File: src/hw/rtl/csba_pkg.sv
// ----------------------------------------------------------------------------
// csba_pkg
// Shared widths, register indexes and reciprocal constants for the clock
// set-button auto-repeat block.
// ----------------------------------------------------------------------------
package csba_pkg;

    localparam int CFG_W   = 16;
    localparam int IDX_W   = 2;
    localparam int COUNT_W = 32;
    localparam int HOUR_W  = 5;
    localparam int MIN_W   = 6;
    localparam int SEC_W   = 6;

    typedef logic [CFG_W-1:0]   cfg_t;
    typedef logic [COUNT_W-1:0] count_t;

    // configuration register indexes
    typedef enum logic [IDX_W-1:0] {
        REG_PRESS_TICKS   = 2'd0,
        REG_FIRST_DELAY   = 2'd1,
        REG_REPEAT_PERIOD = 2'd2
    } reg_idx_t;

    localparam cfg_t PRESS_TICKS_RST   = 16'd10;
    localparam cfg_t FIRST_DELAY_RST   = 16'd1000;
    localparam cfg_t REPEAT_PERIOD_RST = 16'd100;

    localparam logic [COUNT_W-1:0] MINUTE_SECS = 32'd60;

    // x / 15 = (x * RECIP15) >> RECIP15_SH, exact for x < 2^30
    localparam logic [30:0] RECIP15    = 31'd1145324613;
    localparam int          RECIP15_SH = 34;
    // x / 3 = (x * RECIP3) >> RECIP3_SH, exact for x < 2^18
    localparam logic [18:0] RECIP3     = 19'd349526;
    localparam int          RECIP3_SH  = 20;

endpackage

File: src/hw/rtl/clock_set_button_autorepeat.sv
// ----------------------------------------------------------------------------
// clock_set_button_autorepeat
// Set-button auto-repeat: minute advance strobe with hour/minute/second split.
// ----------------------------------------------------------------------------
// Usage:
//   s_ channel carries one tick per beat: button level and the present clock
//   count in seconds. Every input beat yields exactly one m_ beat. When the
//   hold counter reaches press_ticks the result carries m_set_strobe with the
//   count rounded up to the next whole minute and its hours (mod 24), minutes
//   and seconds; otherwise those fields are zero. m_repeat_lamp shows the
//   auto-repeat state after the tick.
//   A beat passes five registered stages, a to e, on its way to m_valid;
//   one beat is taken each cycle unless m_ready stalls the pipeline. Its
//   three reciprocal divides by 60, 60 and 24 each feed a register.
//   Hold counter, hold limit and lamp update in the cycle a beat is accepted.
//   cfg_we writes one register (press_ticks, first_delay, repeat_period)
//   per cycle; unknown indexes are dropped.
//   Synchronous reset empties the pipeline and restores register defaults.
//   When m_ready is low results wait in the pipeline; bubbles still fill, and
//   s_ready drops only once all five stages hold a beat.
// ----------------------------------------------------------------------------
module clock_set_button_autorepeat #(
    parameter int HOLD_WIDTH = 16
) (
    input  logic                     aclk,
    input  logic                     aresetn,

    input  logic                     cfg_we,
    input  logic [csba_pkg::IDX_W-1:0] cfg_index,
    input  csba_pkg::cfg_t           cfg_wdata,

    input  logic                     s_valid,
    output logic                     s_ready,
    input  logic                     s_button_level,
    input  csba_pkg::count_t         s_current_count,

    output logic                     m_valid,
    input  logic                     m_ready,
    output logic                     m_set_strobe,
    output csba_pkg::count_t         m_new_count,
    output logic [csba_pkg::HOUR_W-1:0] m_hours,
    output logic [csba_pkg::MIN_W-1:0]  m_minutes,
    output logic [csba_pkg::SEC_W-1:0]  m_seconds,
    output logic                     m_repeat_lamp
);
    import csba_pkg::*;

    localparam int CMP_W = (HOLD_WIDTH > CFG_W) ? HOLD_WIDTH : CFG_W;

    // configuration and hold state
    cfg_t                  press_ticks_reg, first_delay_reg, repeat_period_reg;
    logic [HOLD_WIDTH-1:0] hold_count_reg, hold_count_next;
    cfg_t                  hold_limit_reg, hold_limit_next;
    logic                  lamp_reg, lamp_next;
    logic                  strobe_next;
    logic [HOLD_WIDTH-1:0] hold_inc;

    // pipeline valids and handshakes
    logic a_valid_reg, b_valid_reg, c_valid_reg, d_valid_reg, e_valid_reg;
    logic a_rdy, b_rdy, c_rdy, d_rdy, e_rdy;
    logic accept;

    // stage payloads
    logic        a_strobe_reg, a_lamp_reg;
    count_t      a_sum_reg;
    logic        b_strobe_reg, b_lamp_reg;
    logic [26:0] b_q_reg;
    logic        c_strobe_reg, c_lamp_reg;
    logic [26:0] c_q_reg;
    logic [20:0] c_h_reg;
    count_t      c_count_reg;
    logic        d_strobe_reg, d_lamp_reg;
    logic [20:0] d_h_reg;
    logic [15:0] d_days_reg;
    logic [MIN_W-1:0] d_min_reg;
    count_t      d_count_reg;
    logic        e_strobe_reg, e_lamp_reg;
    logic [HOUR_W-1:0] e_hours_reg;
    logic [MIN_W-1:0]  e_min_reg;
    count_t      e_count_reg;

    logic [60:0] prod_b;
    logic [55:0] prod_c;
    logic [36:0] prod_d;
    logic [26:0] h_times60;
    logic [20:0] d_times24;

    function automatic logic [24:0] c_q_in_shift(input logic [26:0] q);
        return q[26:2];
    endfunction

    assign e_rdy   = !e_valid_reg || m_ready;
    assign d_rdy   = !d_valid_reg || e_rdy;
    assign c_rdy   = !c_valid_reg || d_rdy;
    assign b_rdy   = !b_valid_reg || c_rdy;
    assign a_rdy   = !a_valid_reg || b_rdy;
    assign s_ready = a_rdy;
    assign accept  = s_valid && a_rdy;

    // hold counter, limit and lamp for the tick being accepted
    assign hold_inc = hold_count_reg + HOLD_WIDTH'(1);

    always_comb begin
        hold_count_next = hold_count_reg;
        hold_limit_next = hold_limit_reg;
        lamp_next       = lamp_reg;
        strobe_next     = 1'b0;
        if (s_button_level) begin
            priority if (CMP_W'(hold_inc) == CMP_W'(press_ticks_reg)) begin
                hold_count_next = hold_inc;
                strobe_next     = 1'b1;
            end else if (CMP_W'(hold_inc) > CMP_W'(hold_limit_reg)) begin
                hold_count_next = '0;
                hold_limit_next = repeat_period_reg;
                lamp_next       = 1'b1;
            end else begin
                hold_count_next = hold_inc;
            end
        end else begin
            hold_count_next = '0;
            hold_limit_next = first_delay_reg;
            lamp_next       = 1'b0;
        end
    end

    always_ff @(posedge aclk) begin
        if (!aresetn) begin
            press_ticks_reg   <= PRESS_TICKS_RST;
            first_delay_reg   <= FIRST_DELAY_RST;
            repeat_period_reg <= REPEAT_PERIOD_RST;
            hold_count_reg    <= '0;
            hold_limit_reg    <= FIRST_DELAY_RST;
            lamp_reg          <= 1'b0;
        end else begin
            if (cfg_we) begin
                unique case (cfg_index)
                    REG_PRESS_TICKS:   press_ticks_reg   <= cfg_wdata;
                    REG_FIRST_DELAY:   first_delay_reg   <= cfg_wdata;
                    REG_REPEAT_PERIOD: repeat_period_reg <= cfg_wdata;
                    default: ;
                endcase
            end
            if (accept) begin
                hold_count_reg <= hold_count_next;
                hold_limit_reg <= hold_limit_next;
                lamp_reg       <= lamp_next;
            end
        end
    end

    // divide by 60 as (x >> 2) / 15, twice, then by 24 as (x >> 3) / 3
    assign prod_b    = 61'(a_sum_reg[31:2]) * 61'(RECIP15);
    assign prod_c    = 56'(c_q_in_shift(b_q_reg)) * 56'(RECIP15);
    assign prod_d    = 37'(c_h_reg[20:3]) * 37'(RECIP3);
    assign h_times60 = (27'(c_h_reg) << 6) - (27'(c_h_reg) << 2);
    assign d_times24 = (21'(d_days_reg) << 4) + (21'(d_days_reg) << 3);

    always_ff @(posedge aclk) begin
        if (!aresetn) begin
            a_valid_reg <= 1'b0;
            b_valid_reg <= 1'b0;
            c_valid_reg <= 1'b0;
            d_valid_reg <= 1'b0;
            e_valid_reg <= 1'b0;
        end else begin
            if (a_rdy) a_valid_reg <= s_valid;
            if (b_rdy) b_valid_reg <= a_valid_reg;
            if (c_rdy) c_valid_reg <= b_valid_reg;
            if (d_rdy) d_valid_reg <= c_valid_reg;
            if (e_rdy) e_valid_reg <= d_valid_reg;
        end
    end

    always_ff @(posedge aclk) begin
        if (a_rdy) begin
            a_strobe_reg <= strobe_next;
            a_lamp_reg   <= lamp_next;
            a_sum_reg    <= s_current_count + MINUTE_SECS;
        end
        if (b_rdy) begin
            b_strobe_reg <= a_strobe_reg;
            b_lamp_reg   <= a_lamp_reg;
            b_q_reg      <= prod_b[RECIP15_SH+26:RECIP15_SH];
        end
        if (c_rdy) begin
            c_strobe_reg <= b_strobe_reg;
            c_lamp_reg   <= b_lamp_reg;
            c_q_reg      <= b_q_reg;
            c_h_reg      <= prod_c[RECIP15_SH+20:RECIP15_SH];
            c_count_reg  <= (COUNT_W'(b_q_reg) << 6) - (COUNT_W'(b_q_reg) << 2);
        end
        if (d_rdy) begin
            d_strobe_reg <= c_strobe_reg;
            d_lamp_reg   <= c_lamp_reg;
            d_h_reg      <= c_h_reg;
            d_days_reg   <= prod_d[RECIP3_SH+15:RECIP3_SH];
            d_min_reg    <= MIN_W'(c_q_reg - h_times60);
            d_count_reg  <= c_count_reg;
        end
        if (e_rdy) begin
            e_strobe_reg <= d_strobe_reg;
            e_lamp_reg   <= d_lamp_reg;
            // no strobe: time fields read as zero
            e_hours_reg  <= d_strobe_reg ? HOUR_W'(d_h_reg - d_times24) : '0;
            e_min_reg    <= d_strobe_reg ? d_min_reg : '0;
            e_count_reg  <= d_strobe_reg ? d_count_reg : '0;
        end
    end

    assign m_valid       = e_valid_reg;
    assign m_set_strobe  = e_strobe_reg;
    assign m_new_count   = e_count_reg;
    assign m_hours       = e_hours_reg;
    assign m_minutes     = e_min_reg;
    assign m_seconds     = '0;
    assign m_repeat_lamp = e_lamp_reg;

endmodule

File: config.mk
export PLATFORM = sky130hd
export DESIGN_NAME = clock_set_button_autorepeat
export DESIGN_NICKNAME = d
export VERILOG_FILES = /design/src/hw/rtl/csba_pkg.sv /design/src/hw/rtl/clock_set_button_autorepeat.sv
export SDC_FILE = /design/constraint.sdc
export NUM_CORES = 2
export LEC_CHECK = 0
export BUFFER_PORTS_ARGS = -buffer_cell sky130_fd_sc_hd__buf_2
export CAP_MARGIN = 20
export CELL_PAD_IN_SITES_DETAIL_PLACEMENT = 1
export CELL_PAD_IN_SITES_GLOBAL_PLACEMENT = 2
export CORE_UTILIZATION = 30
export DETAILED_ROUTE_END_ITERATION = 16
export PLACE_DENSITY = 0.62
export SYNTH_ARGS = -nofsm -noshare
export SYNTH_HDL_FRONTEND = slang
export SYNTH_SLANG_ARGS = --single-unit
File: constraint.sdc
create_clock -name aclk -period 7.2 [get_ports aclk]
set_input_delay 1.08 -clock aclk [delete_from_list [all_inputs] [get_ports aclk]]
set_output_delay 1.08 -clock aclk [all_outputs]
set_load 0.01 [all_outputs]
Word-level counts from Yosys, hierarchy flattened --
Index checks and enable logic that the tools add are counted.
Storage, ports and cells: input port bits 56, output and inout port bits 53, logic and storage cells 75, register bits after elaboration 302
Cells by class: order comparisons 1, reduce and logical (&&, ||, !) cells 16, add/sub/neg operators 7, mux-type cells 10, $mul 3, equal/unequal tests 5
Operators by type and width (count):
- $mux W16 | 6
- $mul A30 B31 Y61 const B | 1
- $mul A25 B31 Y55 const B | 1
- $add A32 B6 Y32 const B | 1
- $sub A32 B29 Y32 | 1
- $mul A18 B18 Y21 const B | 1
- $add A16 B1 Y16 const B | 1
- $eq A16 B16 Y1 | 1
- $gt A16 B16 Y1 | 1
- $reduce_and A2 Y1 | 3
- $sub A1 B6 Y6 const A | 1
- $sub A6 B6 Y6 | 1
- $add A5 B5 Y5 | 1
- $logic_not A1 Y1 | 5
- $logic_or A1 B1 Y1 | 5
- $sub A5 B5 Y5 | 1
- $mux W1 | 4
- $reduce_and A3 Y1 | 1
- $eq A2 B1 Y1 const B | 1
- $eq A2 B2 Y1 const B | 1
- $logic_not A2 Y1 | 1
- $ne A2 B1 Y1 const B | 1
- $ne A2 B2 Y1 const B | 1
- $logic_and A1 B1 Y1 | 1

Longest topological paths before layout --
depth after elaboration 8, depth in mapped cells 25, mapped depth without buffers 24

Worst setup path after synthesis --
Ideal clock, no wire load.
path kind reg-to-reg, start register a_sum_reg[8], end register b_q_reg[26] (data pin), setup slack 1.223 ns, data required time 6.924 ns, library setup time 0.276 ns, cell stages (with the launch flop) 22, path buffers 0, data arrival time 5.701 ns, period minus slack after synthesis 5.977 ns, cell sequence edfxtp_1 -> ha_1 -> ha_1 -> inv_1 -> fa_1 -> fa_1 -> inv_1 -> fa_1 -> inv_1 -> fa_1 -> inv_1 -> ha_1 -> ha_1 -> and4_1 -> and3_1 -> nand4_1 -> a211oi_1 -> nor3_1 -> a211oi_2 -> nor2_1 -> o311ai_0 -> o311ai_1
Between the ends: word-level cells in the longest chain between the ends 1
Ends and longest elaborated chain:
- start, declared | line clock_set_button_autorepeat.sv:65 | count_t a_sum_reg;
- start signal, assigned | line clock_set_button_autorepeat.sv:178 | a_sum_reg <= s_current_count + MINUTE_SECS;
- $mul A30 B31 Y61 | line clock_set_button_autorepeat.sv:152 | assign prod_b = 61'(a_sum_reg[31:2]) * 61'(RECIP15);
- net prod_b[60] | line clock_set_button_autorepeat.sv:82 | logic [60:0] prod_b;
- end signal, assigned | line clock_set_button_autorepeat.sv:183 | b_q_reg <= prod_b[RECIP15_SH+26:RECIP15_SH];
- end, declared | line clock_set_button_autorepeat.sv:67 | logic [26:0] b_q_reg;
The timed path passes the listed nets, and every way through them passes these cells. A chain may end at the register's enable or synchronous reset.

Worst setup path in the final report --
start register a_sum_reg[18], end register b_q_reg[26] (data pin)
Same word-level chain as after synthesis.

==> reports/metrics.cfg <==
[cts]
cts_tree=yes
hold_buffers=0
cts_sinks=291
clk_pin_slew_ns=0.06
clk_latency_ns=0.57
post_cts_buffers=0
clockBufferDepth=3
cts_buffers=39
clockRootBuffer=clkbuf_16
htreeDepth=2

[grt]
grt_max_degree=77
grt_pass1_vias=23120
groute.usage.overall_pct=15.58
grt-ovfl-total=0
grt_pass1_wl_um=126600
antenna_found_initial=1

[drt]
vias=20550
via_per_inst=4.643
drtPass1Iterations=5
drt_iter0_drc=728
drc_errors=0
wl_per_cell_um=17.51
totalWireLength_um=77510
postRouteAntennaNets=0

[critical_path]
crit_chain=ha_1 > ha_1 > inv_1 > fa_1 > inv_1 > fa_1 > fa_1 > inv_1 > fa_1 > inv_1 > ha_1 > ha_1 > o21a_1 > o2111ai_1 > nand3b_1 > a21oi_1 > nor3_1 > buf_4 > a211oi_2 > nor2_2 > o311ai_0 > o311ai_1
path_class=register to register
path_max_fanout=6
crit_path_max_incr_delay_ns=0.69
cp_slowest_cell=fa_1
crit_buf_inv=5
endpoint_kind=register
crit_family=adder cells
crit_arrival_ns=7.24
worst_setup_path_start_kind=register
cp_data_required_time_ns=7.49

[layout]
drive_gt1_share_pct=7.494
nets=3998
fin_area_sq_um=34140
n_fill_cell=11360
largest_register_ffs=30
area_growth_pct=11.55
n_antenna_cell=0
finalNonFillerCells=4426

[floorplanning]
coreArea_sq_um=100600
die_area_sq_um=103300
start_util_pct=30.43
row_count=116
die_w_um=321.4
ioPinCount=109
die_height_um=321.4

[synthesis]
syn_inst=2912
ys_seq_area_share_pct=25.74
synthArstFlopShare_pct=0
ys_warn_count=0
ys.flop_type=edfxtp_1
synth-seq-cells=291
synth_area_leader_cell=ha_1
synth_top_area_share_pct=25.06
synth_area_leaders=ha_1 25%, edfxtp_1 20%, fa_1 19%
synth_area_sq_um=30610
synth_edf_count=205
ys_types=86
postSynthAreaPerCell_sq_um=10.51

[place]
placed_cells=4356
port_buffers=98
gp_congestion=0.8539
hpwlAfterDp_um=66530
placed_area_sq_um=32830
pre_cts_ws_ns=0.08892

[sta]
finClkSkew_ns=0.02090
worst-slew-pin-transition_ns=0.9635
min_period_over_period_pct=96.50
rsz0062_at_grt=true
final_max_slew_viol_count=0
relSlewSlack_pct=35.77
timing.fmax_mhz=143.9
final.min_clock_period_ns=6.948
finalHoldViolCount=0
final.setup.tns_ns=0
fin_ws_ns=0.2517
setup_viol=0

[status]
status=complete, no violations

[worst_hold_path]
hold_class=register to register

[run]
cap_violations=0

## synth_stat cells, types with 18 or more instances
| master | n |
|---|---|
| ha_1 | 613 |
| nand2_1 | 179 |
| a21oi_1 | 84 |
| nor2_1 | 68 |
| edfxtp_1 | 205 |
| and3_1 | 32 |
| o21a_1 | 18 |
| xnor2_1 | 98 |
| a211oi_1 | 18 |
| a21o_1 | 58 |
| o21ai_0 | 56 |
| nand3_1 | 46 |
| fa_1 | 288 |
| inv_1 | 605 |
| xor2_1 | 42 |
| clkbuf_1 | 33 |
| nor3_1 | 28 |
| and2_1 | 46 |
| a21boi_0 | 46 |
| nor2b_1 | 30 |
| nand4_1 | 25 |
| dfxtp_1 | 86 |
## kinds of logic after synthesis
kind of cell,count (synthesis),share of synthesized area (%)
and+or+nand+nor,514,8.543
AOI/OAI and AO/OA,392,8.878
muxes,13,0.4496
xor gates and xnor gates,143,4.231
buffers and inverters,657,8.257
adders and majority gates,901,43.89
DFF,291,25.74
other,1,0.01225
## cell usage in the layout, fill, tap and decap left out, drive strengths merged, types with 58 or more instances in the layout
cell type / count
inv: 610
nand2: 179
a21o: 58
fa: 288
ha: 613
nor2: 68
xnor2: 98
buf: 133
a21oi: 84
o21ai: 60
dfxtp: 86
edfxtp: 205
## metrics by stage
stage | hold slack (ns) | utilization, %
finish | 0.4159 | 33.95
global route | 0.4252 | 33.95
CTS | 0.4177 | 33.91
detailed placement | 0.4063 | 32.64
global placement | 0.4014 | 32.63
floorplan | 0.4003 | -
## final timing paths
| path | cells past startpoint | slack [ns] | end | startpoint |
|---|---|---|---|---|
| setup / recovery | 22 | 0.25 | b_q_reg[26]$_DFFE_PP_ | a_sum_reg[18]$_DFFE_PN_ |
| hold / removal | 0 | 0.42 | d_count_reg[30]$_DFFE_PP_ | c_count_reg[30]$_DFFE_PP_ |
| setup reg to reg | 22 | 0.25 | b_q_reg[26]$_DFFE_PP_ | a_sum_reg[18]$_DFFE_PN_ |
| hold reg to reg | 0 | 0.42 | d_count_reg[30]$_DFFE_PP_ | c_count_reg[30]$_DFFE_PP_ |
## worst reg2reg max path, cell delays in order (launching register included)
cell and delay, ns:
edfxtp_1 0.48, ha_1 0.36, ha_1 0.29, inv_1 0.11
fa_1 0.69, inv_1 0.10, fa_1 0.53, fa_1 0.54
inv_1 0.05, fa_1 0.54, inv_1 0.04, ha_1 0.28
ha_1 0.39, o21a_1 0.15, o2111ai_1 0.11, nand3b_1 0.29
a21oi_1 0.30, nor3_1 0.10, buf_4 0.15, a211oi_2 0.42
nor2_2 0.16, o311ai_0 0.40, o311ai_1 0.17
## per-layer routing
layer,track usage (%),up-vias,wire length (um),share of wire (%)
met5,0,-,0,0
met4,3.915,0,1651,2.1
met3,1.895,77,2123,2.7
met2,26.46,229,37050,48
met1,20.88,10220,36690,47
li1,-,10020,-,-
## layout make-up
class	count	area [sq um]	share of cell area, %
multi-input cells	1971	20250	59.30
flip-flops and latches	291	7878	23.07
inverters	605	2271	6.651
well taps	1357	1698	4.973
clock buffers	50	1089	3.188
repair buffers	133	777.0	2.276
clock inverters	19	183.9	0.5387
## repair_timing
item                       4_1_cts  5_1_grt
hold endpoints to repair         0        0
setup endpoints to repair        0        5
gates resized for setup          0        3
Power is left out: the tool's default activity adds up to more than one toggle a clock period on the data nets, which glitch-free logic cannot reach.
